## src/hdl/rlepd_pkg.sv

```systemverilog
// shared constants, character codes and transaction types for the run-length pattern decoder
// no dependencies; compiled first
package rlepd_pkg;

    // default coordinate width and fixed field widths
    localparam int COORD_BITS_DEF = 16;
    localparam int LIMIT_W        = 16;
    localparam int OUT_W          = 16;
    localparam int CHAR_W         = 8;
    localparam int CFG_IDX_W      = 8;
    localparam int CFG_DATA_W     = 16;

    // configuration register indexes
    localparam logic [CFG_IDX_W-1:0] REG_ROW_LIMIT    = 8'd0;
    localparam logic [CFG_IDX_W-1:0] REG_COLUMN_LIMIT = 8'd1;

    // pattern characters
    localparam logic [CHAR_W-1:0] CH_ZERO    = 8'h30;  // '0'
    localparam logic [CHAR_W-1:0] CH_NINE    = 8'h39;  // '9'
    localparam logic [CHAR_W-1:0] CH_DEAD    = 8'h62;  // 'b'
    localparam logic [CHAR_W-1:0] CH_DOT     = 8'h2E;  // '.'
    localparam logic [CHAR_W-1:0] CH_EOL     = 8'h24;  // '$'
    localparam logic [CHAR_W-1:0] CH_STOP    = 8'h21;  // '!'
    localparam logic [CHAR_W-1:0] CH_LIVE    = 8'h6F;  // 'o'
    localparam logic [CHAR_W-1:0] CH_LOW_Y   = 8'h79;  // 'y'
    localparam logic [CHAR_W-1:0] CH_LOW_P   = 8'h70;  // 'p'
    localparam logic [CHAR_W-1:0] CH_UPPER_A = 8'h41;  // 'A'
    localparam logic [CHAR_W-1:0] CH_UPPER_X = 8'h58;  // 'X'

    // one run of live cells
    typedef struct packed {
        logic [OUT_W-1:0] run_row;
        logic [OUT_W-1:0] run_column;
        logic [OUT_W-1:0] run_length;
    } t_run;

    // decoder status towards the output buffer
    typedef struct packed {
        logic produce;
        t_run run;
    } t_step_result;

endpackage

```

## src/hdl/rlepd_char_if.sv

```systemverilog
// character input channel of the run-length pattern decoder
// depends on rlepd_pkg
interface rlepd_char_if import rlepd_pkg::*; ();
    logic              valid;
    logic              ready;
    logic [CHAR_W-1:0] char_code;
    logic              first;

    modport source (output valid, output char_code, output first, input ready);
    modport sink   (input valid, input char_code, input first, output ready);
endinterface

```

## src/hdl/rlepd_run_if.sv

```systemverilog
// run output channel of the run-length pattern decoder
// depends on rlepd_pkg
interface rlepd_run_if import rlepd_pkg::*; ();
    logic             valid;
    logic             ready;
    logic [OUT_W-1:0] run_row;
    logic [OUT_W-1:0] run_column;
    logic [OUT_W-1:0] run_length;

    modport source (output valid, output run_row, output run_column, output run_length,
                    input ready);
    modport sink   (input valid, input run_row, input run_column, input run_length,
                    output ready);
endinterface

```

## src/hdl/rlepd_cfg_if.sv

```systemverilog
// configuration write channel of the run-length pattern decoder
// depends on rlepd_pkg
interface rlepd_cfg_if import rlepd_pkg::*; ();
    logic                  valid;
    logic                  ready;
    logic [CFG_IDX_W-1:0]  index;
    logic [CFG_DATA_W-1:0] data;

    modport source (output valid, output index, output data, input ready);
    modport sink   (input valid, input index, input data, output ready);
endinterface

```

## src/hdl/rlepd_step.sv

```systemverilog
// pattern state registers and combinational character decode
// depends on rlepd_pkg
module rlepd_step import rlepd_pkg::*; #(
    parameter int COORD_BITS = COORD_BITS_DEF
) (
    input  logic               i_clk,
    input  logic               i_rst_n,
    input  logic               i_advance,
    input  logic [CHAR_W-1:0]  i_char_code,
    input  logic               i_first,
    input  logic [LIMIT_W-1:0] i_row_limit,
    input  logic [LIMIT_W-1:0] i_column_limit,
    output t_step_result       o_result
);

    localparam int CB = COORD_BITS;
    localparam int XW = ((CB > LIMIT_W) ? CB : LIMIT_W) + 1;
    localparam int PW = CB + 4;

    logic [CB-1:0] r_repeat_count, n_repeat_count;
    logic [CB-1:0] r_column_pos, n_column_pos;
    logic [CB-1:0] r_row_pos, n_row_pos;
    logic          r_swallow_letter, n_swallow_letter;
    logic          r_stopped, n_stopped;

    logic [CB-1:0] eff_count, eff_col, eff_row;
    logic          eff_swallow, eff_stopped;

    logic          is_digit, is_upper, is_lower_run, is_run, is_dead, is_eol, is_stop;
    logic [3:0]    digit;
    logic [PW-1:0] count_prod;
    logic [CB-1:0] count_sat, n_val, col_sat, row_sat;
    logic [CB:0]   col_sum, row_sum;
    logic [XW-1:0] col_x, row_x, n_x, rlim_x, clim_x, room_x, len_x;
    logic          row_ok;

    // a first character starts from a cleared pattern state
    assign eff_count   = i_first ? '0 : r_repeat_count;
    assign eff_col     = i_first ? '0 : r_column_pos;
    assign eff_row     = i_first ? '0 : r_row_pos;
    assign eff_swallow = i_first ? 1'b0 : r_swallow_letter;
    assign eff_stopped = i_first ? 1'b0 : r_stopped;

    // character classes
    assign is_digit     = (i_char_code >= CH_ZERO) && (i_char_code <= CH_NINE);
    assign is_upper     = (i_char_code >= CH_UPPER_A) && (i_char_code <= CH_UPPER_X);
    assign is_lower_run = (i_char_code >= CH_LOW_P) && (i_char_code <= CH_LOW_Y);
    assign is_run       = is_upper || ((i_char_code >= CH_LIVE) && (i_char_code <= CH_LOW_Y));
    assign is_dead      = (i_char_code == CH_DEAD) || (i_char_code == CH_DOT);
    assign is_eol       = (i_char_code == CH_EOL);
    assign is_stop      = (i_char_code == CH_STOP);

    // count times ten plus digit, saturating
    assign digit      = 4'(i_char_code - CH_ZERO);
    assign count_prod = PW'({eff_count, 3'b000}) + PW'({eff_count, 1'b0}) + PW'(digit);
    assign count_sat  = (|count_prod[PW-1:CB]) ? '1 : count_prod[CB-1:0];

    // effective repeat and saturating position advances
    assign n_val   = (eff_count == '0) ? CB'(1) : eff_count;
    assign col_sum = {1'b0, eff_col} + {1'b0, n_val};
    assign row_sum = {1'b0, eff_row} + {1'b0, n_val};
    assign col_sat = col_sum[CB] ? '1 : col_sum[CB-1:0];
    assign row_sat = row_sum[CB] ? '1 : row_sum[CB-1:0];

    // run clipping against the column limit and the top of the coordinate range
    assign col_x  = XW'(eff_col);
    assign row_x  = XW'(eff_row);
    assign n_x    = XW'(n_val);
    assign rlim_x = XW'(i_row_limit);
    assign clim_x = XW'(i_column_limit);
    assign room_x = (XW'(1) << CB) - col_x;
    assign row_ok = (rlim_x == '0) || (row_x < rlim_x);

    always_comb begin
        len_x = n_x;
        if (clim_x != '0) begin
            if (col_x >= clim_x) begin
                len_x = '0;
            end else if (len_x > (clim_x - col_x)) begin
                len_x = clim_x - col_x;
            end
        end
        if (len_x > room_x) begin
            len_x = room_x;
        end
    end

    // next state and result
    always_comb begin
        n_repeat_count            = eff_count;
        n_column_pos              = eff_col;
        n_row_pos                 = eff_row;
        n_swallow_letter          = eff_swallow;
        n_stopped                 = eff_stopped;
        o_result.produce          = 1'b0;
        o_result.run.run_row      = row_x[OUT_W-1:0];
        o_result.run.run_column   = col_x[OUT_W-1:0];
        o_result.run.run_length   = len_x[OUT_W-1:0];
        if (!eff_stopped) begin
            n_swallow_letter = 1'b0;
            if (!(eff_swallow && is_upper)) begin
                if (is_digit) begin
                    n_repeat_count = count_sat;
                end else begin
                    n_repeat_count = '0;
                    if (is_dead) begin
                        n_column_pos = col_sat;
                    end else if (is_eol) begin
                        n_column_pos = '0;
                        n_row_pos    = row_sat;
                    end else if (is_stop) begin
                        n_stopped = 1'b1;
                    end else if (is_run) begin
                        if (is_lower_run) begin
                            n_swallow_letter = 1'b1;
                        end
                        if (row_ok) begin
                            o_result.produce = (len_x != '0);
                            n_column_pos     = col_sat;
                        end
                    end
                end
            end
        end
    end

    // state registers, updated once per accepted character
    always_ff @(posedge i_clk) begin
        if (!i_rst_n) begin
            r_repeat_count   <= '0;
            r_column_pos     <= '0;
            r_row_pos        <= '0;
            r_swallow_letter <= 1'b0;
            r_stopped        <= 1'b0;
        end else if (i_advance) begin
            r_repeat_count   <= n_repeat_count;
            r_column_pos     <= n_column_pos;
            r_row_pos        <= n_row_pos;
            r_swallow_letter <= n_swallow_letter;
            r_stopped        <= n_stopped;
        end
    end

endmodule

```

## src/hdl/rlepd_out_buf.sv

```systemverilog
// two-entry result buffer: output register plus skid entry
// depends on rlepd_pkg
module rlepd_out_buf import rlepd_pkg::*; (
    input  logic i_clk,
    input  logic i_rst_n,
    input  logic i_push,
    input  t_run i_data,
    input  logic i_pop,
    output logic o_valid,
    output logic o_full,
    output t_run o_data
);

    logic [1:0] r_count, n_count;
    t_run       r_entry [2];
    logic [1:0] slot;

    assign o_valid = (r_count != 2'd0);
    assign o_full  = (r_count == 2'd2);
    assign o_data  = r_entry[0];

    // slot taken by a new run once the head has been popped
    assign slot    = r_count - {1'b0, i_pop};
    assign n_count = r_count + {1'b0, i_push} - {1'b0, i_pop};

    always_ff @(posedge i_clk) begin
        if (!i_rst_n) begin
            r_count <= 2'd0;
        end else begin
            r_count <= n_count;
        end
    end

    // payload entries, no reset; head takes the new run or the skid entry
    always_ff @(posedge i_clk) begin
        if (i_push && (slot == 2'd0)) begin
            r_entry[0] <= i_data;
        end else if (i_pop) begin
            r_entry[0] <= r_entry[1];
        end
        if (i_push && (slot == 2'd1)) begin
            r_entry[1] <= i_data;
        end
    end

endmodule

```

## src/hdl/rle_pattern_run_decoder.sv

```systemverilog
// top level of the run-length pattern decoder
// depends on rlepd_pkg, the channel interfaces, rlepd_step and rlepd_out_buf
//
// Usage:
//   i_char carries one pattern character per transaction, with first marking
//   the opening character of a new pattern. o_run carries one run of live
//   cells (row, start column, clipped length) for each run character that
//   lands inside the grid. i_cfg writes row_limit (index 0) and column_limit
//   (index 1); it is always ready and should only be used while idle.
//   A run is registered into the result buffer, behind any waiting run.
//   Throughput: one character per cycle while the result buffer is not full;
//   the decode is a single pass from the state registers to the result buffer.
//   The result side has an output register and a skid entry, so a character
//   is still taken while one run waits; i_char.ready drops only when both
//   entries are full and returns the cycle after a run is taken from o_run.
//   Reset clears the limits, the pattern state and the result count, not the entries.
module rle_pattern_run_decoder import rlepd_pkg::*; #(
    parameter int COORD_BITS = COORD_BITS_DEF
) (
    input  logic        i_clk,
    input  logic        i_rst_n,
    rlepd_char_if.sink  i_char,
    rlepd_run_if.source o_run,
    rlepd_cfg_if.sink   i_cfg
);

    logic [LIMIT_W-1:0] r_row_limit;
    logic [LIMIT_W-1:0] r_column_limit;
    logic               char_accept;
    logic               run_pop;
    logic               buf_full;
    t_step_result       step_result;
    t_run               head_run;

    // configuration registers
    assign i_cfg.ready = 1'b1;

    always_ff @(posedge i_clk) begin
        if (!i_rst_n) begin
            r_row_limit    <= '0;
            r_column_limit <= '0;
        end else if (i_cfg.valid) begin
            unique case (i_cfg.index)
                REG_ROW_LIMIT:    r_row_limit    <= i_cfg.data;
                REG_COLUMN_LIMIT: r_column_limit <= i_cfg.data;
                default: begin
                end
            endcase
        end
    end

    // handshakes
    assign i_char.ready = !buf_full;
    assign char_accept  = i_char.valid && !buf_full;
    assign run_pop      = o_run.valid && o_run.ready;

    rlepd_step #(
        .COORD_BITS (COORD_BITS)
    ) u_step (
        .i_clk          (i_clk),
        .i_rst_n        (i_rst_n),
        .i_advance      (char_accept),
        .i_char_code    (i_char.char_code),
        .i_first        (i_char.first),
        .i_row_limit    (r_row_limit),
        .i_column_limit (r_column_limit),
        .o_result       (step_result)
    );

    rlepd_out_buf u_out_buf (
        .i_clk   (i_clk),
        .i_rst_n (i_rst_n),
        .i_push  (char_accept && step_result.produce),
        .i_data  (step_result.run),
        .i_pop   (run_pop),
        .o_valid (o_run.valid),
        .o_full  (buf_full),
        .o_data  (head_run)
    );

    assign o_run.run_row    = head_run.run_row;
    assign o_run.run_column = head_run.run_column;
    assign o_run.run_length = head_run.run_length;

endmodule

```

## src/flat_wrapper.sv

```systemverilog
// flat-port wrapper written by rule: the top's interface ports become plain ports
module rle_pattern_run_decoder_flat import rlepd_pkg::*;
#(
    parameter int COORD_BITS = COORD_BITS_DEF
)
  (i_clk, i_rst_n, i_char_valid, i_char_char_code, i_char_first, i_char_ready, o_run_valid, o_run_run_row, o_run_run_column, o_run_run_length, o_run_ready, i_cfg_valid, i_cfg_index, i_cfg_data, i_cfg_ready);
  rlepd_char_if i_char_i ();
  rlepd_run_if o_run_i ();
  rlepd_cfg_if i_cfg_i ();
  input  logic i_clk;
  input  logic i_rst_n;
  input wire logic [$bits(i_char_i.valid)-1:0] i_char_valid;
  input wire logic [$bits(i_char_i.char_code)-1:0] i_char_char_code;
  input wire logic [$bits(i_char_i.first)-1:0] i_char_first;
  output wire logic [$bits(i_char_i.ready)-1:0] i_char_ready;
  output wire logic [$bits(o_run_i.valid)-1:0] o_run_valid;
  output wire logic [$bits(o_run_i.run_row)-1:0] o_run_run_row;
  output wire logic [$bits(o_run_i.run_column)-1:0] o_run_run_column;
  output wire logic [$bits(o_run_i.run_length)-1:0] o_run_run_length;
  input wire logic [$bits(o_run_i.ready)-1:0] o_run_ready;
  input wire logic [$bits(i_cfg_i.valid)-1:0] i_cfg_valid;
  input wire logic [$bits(i_cfg_i.index)-1:0] i_cfg_index;
  input wire logic [$bits(i_cfg_i.data)-1:0] i_cfg_data;
  output wire logic [$bits(i_cfg_i.ready)-1:0] i_cfg_ready;
  assign i_char_i.valid = i_char_valid;
  assign i_char_i.char_code = i_char_char_code;
  assign i_char_i.first = i_char_first;
  assign i_char_ready = i_char_i.ready;
  assign o_run_valid = o_run_i.valid;
  assign o_run_run_row = o_run_i.run_row;
  assign o_run_run_column = o_run_i.run_column;
  assign o_run_run_length = o_run_i.run_length;
  assign o_run_i.ready = o_run_ready;
  assign i_cfg_i.valid = i_cfg_valid;
  assign i_cfg_i.index = i_cfg_index;
  assign i_cfg_i.data = i_cfg_data;
  assign i_cfg_ready = i_cfg_i.ready;
  rle_pattern_run_decoder #(.COORD_BITS(COORD_BITS)) u_core (.i_clk(i_clk), .i_rst_n(i_rst_n), .i_char(i_char_i), .o_run(o_run_i), .i_cfg(i_cfg_i));
endmodule
```

## config.mk

```make
export PLATFORM = sky130hd
export DESIGN_NAME = rle_pattern_run_decoder_flat
export DESIGN_NICKNAME = d
export VERILOG_FILES = /design/src/hdl/rlepd_pkg.sv /design/src/hdl/rlepd_char_if.sv /design/src/hdl/rlepd_run_if.sv /design/src/hdl/rlepd_cfg_if.sv /design/src/hdl/rlepd_step.sv /design/src/hdl/rlepd_out_buf.sv /design/src/hdl/rle_pattern_run_decoder.sv /design/src/flat_wrapper.sv
export SDC_FILE = /design/constraint.sdc
export NUM_CORES = 1
export LEC_CHECK = 0
export BUFFER_PORTS_ARGS = -buffer_cell sky130_fd_sc_hd__buf_4
export CAP_MARGIN = 20
export CORE_AREA = 10 10 173 175
export CTS_CLUSTER_SIZE = 30
export DETAILED_ROUTE_END_ITERATION = 8
export DIE_AREA = 0 0 183 185
export HOLD_SLACK_MARGIN = 0.15
export PLACE_DENSITY = 0.64
export SETUP_SLACK_MARGIN = 0.15
export SYNTH_ARGS = -nofsm -noshare
export SYNTH_HDL_FRONTEND = slang
export SYNTH_HIERARCHICAL = 1
export SYNTH_SLANG_ARGS = --single-unit
export TNS_END_PERCENT = 20
```

## constraint.sdc

```tcl
create_clock -name i_clk -period 15.7 [get_ports i_clk]
set_input_delay 3.14 -clock i_clk [delete_from_list [all_inputs] [get_ports i_clk]]
set_output_delay 3.14 -clock i_clk [all_outputs]
set_load 0.05 [all_outputs]
```

==> metrics.md <==
| Metric | Value |
|---|---|
| Status | finished, final reports clean |
| Clk_lat worst skew | around 0.44 ns |
| Starting DRT DRC Count | slightly below 900 |
| Post-DR vias/cell | 5.950 |
| Post-synth cell types | 80 |
| Initial antenna violation count | 0 |
| Post-synthesis sequential area ratio | 35.08% |
| Crit path DAT | 12.77 ns |
| Max stage delay cell, worst path | inv_1 |
| PwrDens | between 100 and 150 mW/mm^2 |
| Non-Filler Instances | roughly 1800 |
| CTS sink count | 180 |
| DIE WIDTH | roughly 180 um |
| M2 GR Usage | 33.75% |
| Largest net degree at the start of global routing | just under 80 |
| Final Skew | between 0.015 and 0.02 ns |
| Type of the most critical hold path | reg -> reg |
| CTS tree | yes |
| Residual DRC count | 0 |
| Vias in the first global route | around 10000 |
| Syn Area/Cell | 9.334 um^2 |
| Final setup violation count | 0 |
| Endpoint type of the worst setup path | flip-flop |
| Post-Synthesis Cell Area | about 0.013 mm^2 |
| Setup Fix Bufs, Post-CTS | 0 |
| GRT Total Usage | between 20% and 30% |
| Mapped Cells | around 1400 |
| First-pass GRT wire length | 56900 um |
| Port Buffers | slightly below 90 |
| Cell mode on critical path | nand2_1 |
| Kind of start point of the critical path | input pin |
| Critical Path Source | i_char_first |
| Ant. Diodes | 0 |
| F_max | around 79 MHz |
| Post-synth EDFFs | 96 |
| Commonest non-fill, non-tap cell in the layout | nand2_1 |
| Root Driver | clkbuf_16 |
| Asr flop ratio synth | 0% |
| Clock-pin slew on the worst setup and hold paths | roughly 0.080 ns |
| Global-route layer with the greatest usage | met2 |
| Inst Count DP | approximately 1700 |
| Layout cells sized above 1 | around 14% |
| Clk buf depth | 2 |
| Synth Flop Type | edfxtp_1 |
| Min cycle time layout | 12.58 ns |
| Final Hold Vio Count | 0 |
| Leakage | 6.333 nW |
| Wire length per cell | between 20 and 25 um |
| Count of state elements after synthesis | 180 |
| Hpwl dp | ~28000 um |
| Warnings from Yosys | 6 |
| Initial cell density of the core | between 40% and 50% |
| Remaining antenna violation count | 0 |
| Critical path type | in -> reg |
| Post-cts gate resize count | 0 |
| Cell family with most CP delay | simple AND/OR/NAND/NOR gates |
| CP max FO | 56 |
| Row count | 60 |
| Chip Height | approximately 190 um |
| Worst R2R Start | u_core/u_step/r_column_pos[4] |
| Final net count | approximately 1600 |
| Setup TNS | 0 ns |
| Hold wc startpoint | u_core/u_step/r_repeat_count[0] |
| Core area | roughly 0.027 mm^2 |
| Least-Margin Pin Slew | ~0.95 ns |
| CTS Buf Count | 17 |
| Final worst path period share | roughly 80% |
| Ports | 89 |
| Gr ovfl total | 0 |
| Layout area overhead | 8.731% |
| Worst path buffer plus inverter count | 4 |
| Highest ir drop seen on vdd | around 74 uV |
| Unrepaired setup endpoints after global routing | false |
| Total die area | between 0.03 and 0.04 mm^2 |
| Detailed-route via count | 10520 |
| Placer Congestion | about 1 |
| Critical path's largest stage delay | 0.70 ns |
| Number of H-tree levels | 4 |
| Post-synthesis net count | ~1600 |
| Final Util | between 50% and 60% |
| Hold buffer count at cts | 0 |
| Met3 Use GR | 4.075% |
| Pre-Repair DR Iteration Count | 5 |
| Slew margin rel. | around 37% |
| Most frequent cells in the layout | nand2_1, ha_1, nor2_1, buf_4, edfxtp_1 |
| Final slew viol count | 0 |
| Total Routed Length | around 36000 um |
| Max_cap viols | 0 |
| Grt met1 use | 29.27% |
| Required time at the worst-slack endpoint | roughly 16 ns |
==> power breakdown <==
group | leakage [nW] | internal [mW] | switching [mW] | total [mW]
combinational | 4.46 | 0.182 | 0.392 | 0.575
sequential | 1.60 | 0.570 | 0.0186 | 0.588
clock | 0.271 | 0.211 | 0.209 | 0.419
total | 6.33 | 0.963 | 0.620 | 1.58
==> through the flow <==
| stage | hold slack, ns | cell area [um^2] | worst slack, ns | power [mW] |
|---|---|---|---|---|
| after floorplan | 0.4173 | 13010 | 2.468 | 1.072 |
| after global placement | 0.4250 | 13570 | 3.205 | 1.170 |
| after detailed placement | 0.4334 | 13570 | 2.876 | 1.175 |
| after CTS | 0.4505 | 14140 | 3.287 | 1.597 |
| after global routing | 0.4686 | 14150 | 2.394 | 1.655 |
| final | 0.4503 | 14150 | 3.118 | 1.583 |
==> area by class of cell <==
| cell class | count | area, um^2 |
|---|---|---|
| Clock inverter | 15 | 145.1 |
| Timing Repair Buffer | 97 | 728.2 |
| Clock buffer | 17 | 425.4 |
| Inverter | 83 | 311.5 |
| Sequential cell | 180 | 4564 |
| Multi-Input combinational cell | 1035 | 7546 |
| Tap cell | 341 | 426.7 |
| Fill cell | 2476 | 12430 |
==> cell usage after synthesis (all sizes together), types with 17 or more instances <==
master | n | area (um^2)
nand2 | 144 | 543.0
xor2 | 19 | 173.9
clkbuf | 29 | 108.9
xnor2 | 35 | 306.5
a21oi | 72 | 360.4
a21o | 25 | 187.7
edfxtp | 96 | 2883
dfxtp | 84 | 1682
and2 | 17 | 106.4
mux2 | 52 | 664.4
nor2 | 107 | 401.6
mux2i | 35 | 350.3
nor3 | 21 | 116.4
nor4 | 20 | 137.6
nor2b | 38 | 237.7
buf | 67 | 504.2
nand3 | 28 | 140.1
inv | 82 | 307.8
ha | 131 | 1639
o21ai | 62 | 317.8
==> kinds of logic after synthesis <==
family / count (synthesis) / synth area share [%]
and+or+nand+nor: 451 / 16.91
DFF: 180 / 35.08
AOI/OAI and AO/OA: 305 / 15.99
muxes: 87 / 7.799
other: 2 / 0.05772
adders and majority gates: 136 / 13.37
buffers and inverters: 179 / 7.106
xor gates and xnor gates: 54 / 3.693
==> path summary, 6_finish.rpt <==
kind,endpoint,slack [ns],depth (start not counted)
setup / recovery,u_core/u_out_buf/r_entry[0][47],3.12,34
hold / removal,u_core/u_step/r_repeat_count[0],0.45,2
setup reg to reg,u_core/u_out_buf/r_entry[0][47],6.16,33
hold reg to reg,u_core/u_step/r_repeat_count[0],0.45,2
==> routing by layer <==
metal,part of all wire [%],vias to the layer above
li1,-,5061
met1,47,5084
met2,45,340
met3,6.5,34
met4,1.7,0
met5,0,-
==> state kept, by name, summed over array words and instances, names as in the netlist <==
| name | count |
|---|---|
| u_core/u_step/r_stopped | 1 |
| u_core/r_row_limit | 16 |
| u_core/u_step/r_swallow_letter | 1 |
| u_core/u_step/r_row_pos | 16 |
| u_core/u_step/r_column_pos | 16 |
| u_core/u_step/r_repeat_count | 16 |
| u_core/u_out_buf/r_entry | 96 |
| u_core/r_column_limit | 16 |
| u_core/u_out_buf/r_count | 2 |
==> worst register-to-register path, delay by kind of cell, from the launching register on <==
family	cells	cell delay, ns
adders and majority gates	3	0.96
and+or+nand+nor	15	3.69
muxes	1	0.44
AOI/OAI and AO/OA	11	2.99
DFF	1	0.42
buffers and inverters	3	0.78
Power figures use the tool's default switching activity.
